<file path="src/rtl/sgbu_ram.sv">
// Generic single-port-write, one-read RAM with registered read data.
// No dependencies.
module sgbu_ram #(
  parameter int WIDTH = 16,
  parameter int DEPTH = 8
) (
  input  logic                     clk,
  input  logic                     we,
  input  logic [$clog2(DEPTH)-1:0] waddr,
  input  logic [WIDTH-1:0]         wdata,
  input  logic [$clog2(DEPTH)-1:0] raddr,
  output logic [WIDTH-1:0]         rdata
);

  logic [WIDTH-1:0] mem [DEPTH];

  always_ff @(posedge clk) begin
    if (we) begin
      mem[waddr] <= wdata;
    end
    rdata <= mem[raddr];
  end

endmodule

</file>
<file path="config.mk">
export PLATFORM = sky130hd
export DESIGN_NAME = sgbu_ram
export DESIGN_NICKNAME = d
export VERILOG_FILES = /design/src/rtl/sgbu_ram.sv
export SDC_FILE = /design/constraint.sdc
export NUM_CORES = 1
export LEC_CHECK = 0
export ABC_AREA = 1
export BUFFER_PORTS_ARGS = -buffer_cell sky130_fd_sc_hd__buf_2
export CORE_MARGIN = 4
export CORE_UTILIZATION = 64
export DETAILED_ROUTE_END_ITERATION = 7
export PLACE_DENSITY_LB_ADDON = 0.12
export SYNTH_ARGS = -nofsm -noshare
export SYNTH_HDL_FRONTEND = slang
export SYNTH_SLANG_ARGS = --single-unit
</file>
<file path="constraint.sdc">
create_clock -name clk -period 2.4 [get_ports clk]
set_input_delay 0.48 -clock clk [delete_from_list [all_inputs] [get_ports clk]]
set_output_delay 0.48 -clock clk [all_outputs]
set_load 0.01 [all_outputs]
</file>
* Word-level counts from Yosys, hierarchy flattened
Memory sizes are Yosys's and may differ from the RTL's. A register that Yosys moved wholly into a read port is not among the register bits. Index checks and enable logic that the tools add are counted. Widths: inputs -> output; s select.
Cells by class: multiplexer cells 2
Operator list (number):
- $mux 1 | 2
Storage, ports and cells: bits of input ports 24, flip-flop bits (word level) 0, memory bits (writable) 128, logic and storage cells 3, memories 1, output and inout bits 16
Memory list:
- mem | depth 8, width 16, rd ports 1, clocked after memory_dff 1, write ports 1, RTL line 15 | logic [WIDTH-1:0] mem [DEPTH];

* Logic depth before layout (Yosys ltp)
Gate-level depths: netlist of the first run.
depth in word-level cells 2, depth in mapped cells 7, gate-level depth less buffers 6

* Least setup slack after synthesis of the first run
No wires, ideal clock.
kind input -> register, start point input waddr[0], end point memory mem[0][0], enable pin, data required time 2.012 ns, slack 0.696 ns, buffers on the path 0, library setup time 0.388 ns, arrival 1.315 ns, stages 3, path through inv_1 -> nand2_1 -> nor2_1
RTL lines:
- from (decl) | RTL line 9 | input logic [$clog2(DEPTH)-1:0] waddr,
- to (decl) | RTL line 15
Straight into the memory's write port.

* Final worst setup path of the first run
start point register rdata[1] (read register of mem), end point output rdata[1]
RTL lines:
- from (decl) | RTL line 12 | output logic [WIDTH-1:0] rdata
No word-level cell between the ends.

==> run_results.csv, run 1 <==
group,metric,value,unit
yosys,synthArstFlopShare,0,%
clocking,insertion_delay,0.52,ns
clocking,htree_levels,4,
critical_path,end_kind,"primary output",
floorplan,fp-row-count,35,
routing,drtIter0Drc,236,
global_routing,grt_pass1_vias,3831,
clocking,cts_buffer_depth,2,
floorplan,fp.dieW,105,µm
critical_path,startpoint_type,"register",
timing,hold_viol,0,
pwr,irDropWorstVdd,0.000553,V
routing,vias,3885,
yosys,yosysMostFrequentCell,"nand2_1",
yosys,synth.net_count,611,
routing,via_per_inst,5.09,
outcome,status,"complete, no violations",
yosys,syn_inst,587,
finish,drive_gt1_share,13.3,%
global_routing,grt_use_total,22.5,%
critical_path,crit_buf_inv,1,
run,maxCapViolCount,0,
yosys,syn_area,5990,µm²
timing,final.setup.tns,0,ns
timing,period_share,62.7,%
global_routing,overflow,0,
yosys,synthTopCellsByArea,"edfxtp_1, nand2_1, inv_1",
finish,diodes,0,
critical_path,crit_path_top_delay_cell,"dfxtp_1",
yosys,ys_types,10,
timing,drv_slew,0,
floorplan,pin_count,40,
finish,syn_to_final_growth,15.6,%
finish,final_area,6920,µm²
critical_path,path_max_fanout,1,
timing,fmax,0.665,GHz
routing,wirelength,11.6,mm
routing,dr.pass1.iters,7,
timing,setup_viol,0,
critical_path,worstSetupPathType,"register to primary output",
critical_path,path_delay_family,"flip-flops",
clocking,cts_resized,0,
critical_path,cp.required,1.92,ns
placed_design,globalplace.congestion,0.722,
timing,fin_skew,0.00921,ns
clocking,cts_tree,"done",
routing,routedWlPerCell,15.2,µm
clocking,ctsHoldBuffers,0,
pwr,total_power,5.86,mW
floorplan,die_area,11000,µm²
yosys,synth_top_cell_by_area,"edfxtp_1",
yosys,yosys_warnings,0,
pwr,cellPowerDensity,847,nW/µm²
routing,ant_nets,0,
yosys,ys_seq_area_share,69.5,%
routing,drc,0,
critical_path,cp_cell_sequence,"buf_2",
min_path,hp-class,"input pin to register",
clocking,clock-sinks,144,
floorplan,core_area,9200,µm²
placed_design,port_buffers,39,
timing,period_needed,1.50,ns
clocking,cts-root-buf,"clkbuf_8",
floorplan,floorplan.initialDensity,65.1,%
clocking,cts_buffers,17,
timing,slew-limit-headroom,52.2,%
global_routing,grt_max_degree,49,
timing,worstMarginPinSlew,0.716,ns
yosys,yosys-top-cells-count,"nand2_1, inv_1, edfxtp_1",
clocking,post_cts_buffers,0,
yosys,synth_edf_count,128,
critical_path,cp.arrival,1.02,ns
placed_design,post-dp-hpwl,6.55,mm
yosys,synth-main-ff-cell,"edfxtp_1",
yosys,synth_top_area_share,64.2,%
global_routing,grt_pass1_wl,18.9,mm
finish,finalNetCount,664,
yosys,synth.avg_cell_area,10.2,µm²
timing,rsz0062_at_grt,"no",
placed_design,placed_area,6310,µm²
floorplan,die_h,105,µm
yosys,ys_ff_latch,144,
critical_path,critical_path.max_stage_delay,0.36,ns
clocking,clkSlewWorstSetupHoldPaths,0.06,ns
global_routing,antenna_found_initial,0,
pwr,leakage,3.27,nW
[metrics by stage]
| step | setup WS (ns) | cells | utilization [%] | hold slack [ns] |
|---|---|---|---|---|
| global placement | 0.839 | 732 | 68.7 | 0.606 |
| detailed placement | 0.804 | 732 | 68.7 | 0.617 |
| global route | 0.860 | 764 | 75.3 | 0.227 |
| finish | 0.896 | 764 | 75.3 | 0.228 |
| floorplan | 0.696 | 587 | - | 0.579 |
| CTS | 0.885 | 764 | 75.3 | 0.211 |
[final timing paths]
| path | endpoint | slack (ns) | depth (start not counted) | from |
|---|---|---|---|---|
| max | rdata[1] | 0.90 | 1 | rdata[1]$_DFF_P_ |
| min reg2reg | rdata[12]$_DFF_P_ | 0.62 | 6 | mem[0][12]$_DFFE_PP_ |
| min | mem[0][0]$_DFFE_PP_ | 0.23 | 1 | wdata[0] |
| max reg2reg | rdata[8]$_DFF_P_ | 1.51 | 6 | mem[4][8]$_DFFE_PP_ |
[report_power, final]
group	internal (mW)	switching (mW)	total (mW)
Sequential	2.83	0.0252	2.86
Clock	1.68	0.971	2.65
Combinational	0.117	0.238	0.356
Total	4.63	1.23	5.86
[worst register-to-register path, cell delays in order (launching register included)]
cell	delay (ns)
edfxtp_1	0.41
inv_1	0.08
nand2_1	0.06
nand3_1	0.08
nand2_1	0.05
nand2_1	0.05
nand2_1	0.05
[sequential cells by signal, summed over array words and instances, names as in the netlist]
register,count
rdata,16
mem,128
[cells by family after synthesis]
family                 share of synthesized area, %
and+or+nand+nor                                19.3
buffers and inverters                          11.2
DFF                                            69.5
[layout make-up]
| class | instances | area [µm²] |
|---|---|---|
| clock buffers | 17 | 414 |
| inverters | 134 | 503 |
| fillers | 591 | 2270 |
| multi-input cells | 286 | 1150 |
| well taps | 111 | 139 |
| clock inverters | 15 | 194 |
| repair buffers | 57 | 355 |
| flip-flops and latches | 144 | 4160 |
[metal layers]
layer  part of all wire (%)  track usage [%]  vias to the layer above
met5                      0                0                        -
met3                    7.1             4.88                       20
li1                       -                -                     1922
met2                     50             38.0                      132
met1                     41             28.6                     1811
met4                    1.5             8.81                        0
[cell usage in the layout (no fill, tap or decap), drive strengths merged]
| master | n |
|---|---|
| nand2 | 214 |
| inv | 134 |
| edfxtp | 128 |
| nand3 | 64 |
| buf | 57 |
| clkbuf | 17 |
| dfxtp | 16 |
| nor2 | 8 |
| clkinv | 8 |
| bufinv | 4 |
| clkinvlp | 3 |
No activity file was read; power rests on OpenSTA's default activity.
==> run 2: changes to the inputs <==
- CORE_UTILIZATION: 64 -> 54
- clock period: 2.4 -> 1.35 ns (I/O delays scaled with it)
==> run 2 against run 1 <==
Compared with the run above: first-iteration DRC count grew 22%; sequential cell count is the same; clock power grew 63%; setup slack lost 0.79 ns; hold slack lost 0.20 ns; non-clock buffer count grew 5; cell area grew 1.4%; highest routed layer unchanged; critical endpoint is now rdata[15]; sequential power grew 77%.
==> run_results.csv, run 2 (synthesized netlist as in run 1, its figures left out) <==
group,metric,value,unit
outcome,status,"complete, no violations",
clocking,htree_levels,4,
timing,final.setup.tns,0,ns
timing,setup_viol,0,
floorplan,pin_count,40,
floorplan,core_area,10800,µm²
clocking,clock-sinks,144,
finish,layout_commonest_cell,"nand2_1",
placed_design,globalplace.congestion,0.799,
routing,routedWlPerCell,14.9,µm
routing,ant_nets,0,
clocking,cts_resized,0,
clocking,cts_tree,"done",
routing,wirelength,11.9,mm
global_routing,grt_max_degree,51,
clocking,post_cts_buffers,0,
timing,period_share,92.1,%
routing,met1_length,5.03,mm
timing,rsz0062_at_grt,"no",
global_routing,grt_pass1_vias,3846,
global_routing,antenna_found_initial,0,
pwr,irDropWorstVdd,0.000800,V
pwr,power.share.clock,43.0,%
placed_design,post-dp-hpwl,7.13,mm
finish,syn_to_final_growth,17.2,%
pwr,p_int,7.91,mW
routing,met2_wirelength,5.67,mm
finish,finalNetCount,669,
critical_path,cp_cell_sequence,"buf_2",
critical_path,crit_buf_inv,1,
min_path,hp-class,"input pin to register",
clocking,cts_buffer_depth,2,
routing,drc,0,
min_path,whs_path_depth,1,
timing,period_needed,1.24,ns
critical_path,cp.required,1.08,ns
critical_path,worstSetupPathType,"register to primary output",
placed_design,placed_area,6470,µm²
critical_path,startpoint_type,"register",
clocking,insertion_delay,0.51,ns
pwr,cellPowerDensity,1430,nW/µm²
finish,top_register,"mem",
finish,final_area,7020,µm²
global_routing,grt_pass1_wl,19.2,mm
routing,wl_met3,825,µm
routing,dr.pass1.iters,5,
floorplan,die_h,113,µm
finish,num-fill-cells,844,
pwr,comb_power_share,6.7,%
critical_path,crit_cells,1,
clocking,cts-root-buf,"clkbuf_8",
floorplan,fp-row-count,38,
timing,hold_viol,0,
pwr,power_switching,2.16,mW
critical_path,crit_path_top_delay_cell,"dfxtp_1",
finish,largest_reg_flops,128,
timing,worstMarginPinSlew,0.290,ns
floorplan,fp.dieW,113,µm
floorplan,die_area,12800,µm²
clocking,ctsHoldBuffers,0,
critical_path,critical_path.max_stage_delay,0.33,ns
timing,fmax,0.805,GHz
timing,fin_skew,0.00548,ns
run,maxCapViolCount,0,
pwr,leakage,3.30,nW
pwr,pwr-share-seq,50.4,%
routing,via_per_inst,4.86,
routing,drtIter0Drc,289,
pwr,p_sw_share,21.5,%
finish,diodes,0,
clocking,cts_buffers,17,
routing,highest_layer,"met4",
routing,vias,3876,
global_routing,grt_use_total,20.0,%
floorplan,floorplan.initialDensity,55.3,%
finish,top_regs,"mem: 128 flops, rdata: 16 flops",
critical_path,path_delay_family,"flip-flops",
placed_design,port_buffers,39,
finish,drive_gt1_share,14.4,%
critical_path,path_max_fanout,1,
clocking,clkSlewWorstSetupHoldPaths,0.06,ns
global_routing,overflow,0,
critical_path,rr_worst_depth,6,
timing,drv_slew,0,
critical_path,end_kind,"primary output",
timing,slew-limit-headroom,80.7,%
finish,layout_common_cells,"nand2_1, inv_1, edfxtp_1, nand3_1, buf_2",
critical_path,cp.arrival,0.97,ns
run 2: cell count changes in the layout (fill, tap and decap cells not counted), sizes merged:
cell,before,now
buf,57,62
bufinv,4,2
clkinvlp,3,1
clkinv,8,10
clkbuf,17,19
run 2: area by class of cell:
class                   instances  area (µm²)  area share [%]
multi-input cells             286        1160            16.5
well taps                     140         175            2.50
clock inverters                13         120            1.71
repair buffers                 62         468            6.67
flip-flops and latches        144        4160            59.3
clock buffers                  19         432            6.15
inverters                     134         503            7.16
run 2: power groups by stage:
stage	combinational [mW]	clock, mW	sequential, mW
floorplan	0.372	0	5.19
global placement	0.664	0	5.16
detailed placement	0.675	0	5.16
CTS	0.682	4.40	5.07
global route	0.761	4.61	5.08
finish	0.672	4.32	5.07
run 2: final timing paths:
path,from,to,slack (ns)
min reg2reg,mem[1][8]$_DFFE_PP_,rdata[8]$_DFF_P_,0.62
max,rdata[15]$_DFF_P_,rdata[15],0.11
min,wdata[14],mem[5][14]$_DFFE_PP_,0.03
max reg2reg,mem[6][12]$_DFFE_PP_,rdata[12]$_DFF_P_,0.48
run 2: through the flow:
step	cells	utilization [%]	hold WS [ns]	worst slack, ns	total power [mW]
6_report	798	64.8	0.0280	0.107	10.1
5_1_grt	798	64.8	0.0271	0.0379	10.4
4_1_cts	798	64.8	0.00994	0.0620	10.2
3_5_place_dp	766	59.7	0.558	0.110	5.84
3_3_place_gp	766	59.7	0.550	0.107	5.82
2_1_floorplan	587	-	0.369	-0.143	5.56
run 2: per-layer routing:
metal / track usage [%] / vias up
li1: - / 1935
met1: 26.4 / 1771
met2: 31.7 / 137
met3: 4.87 / 33
met4: 8.81 / 0
met5: 0 / -
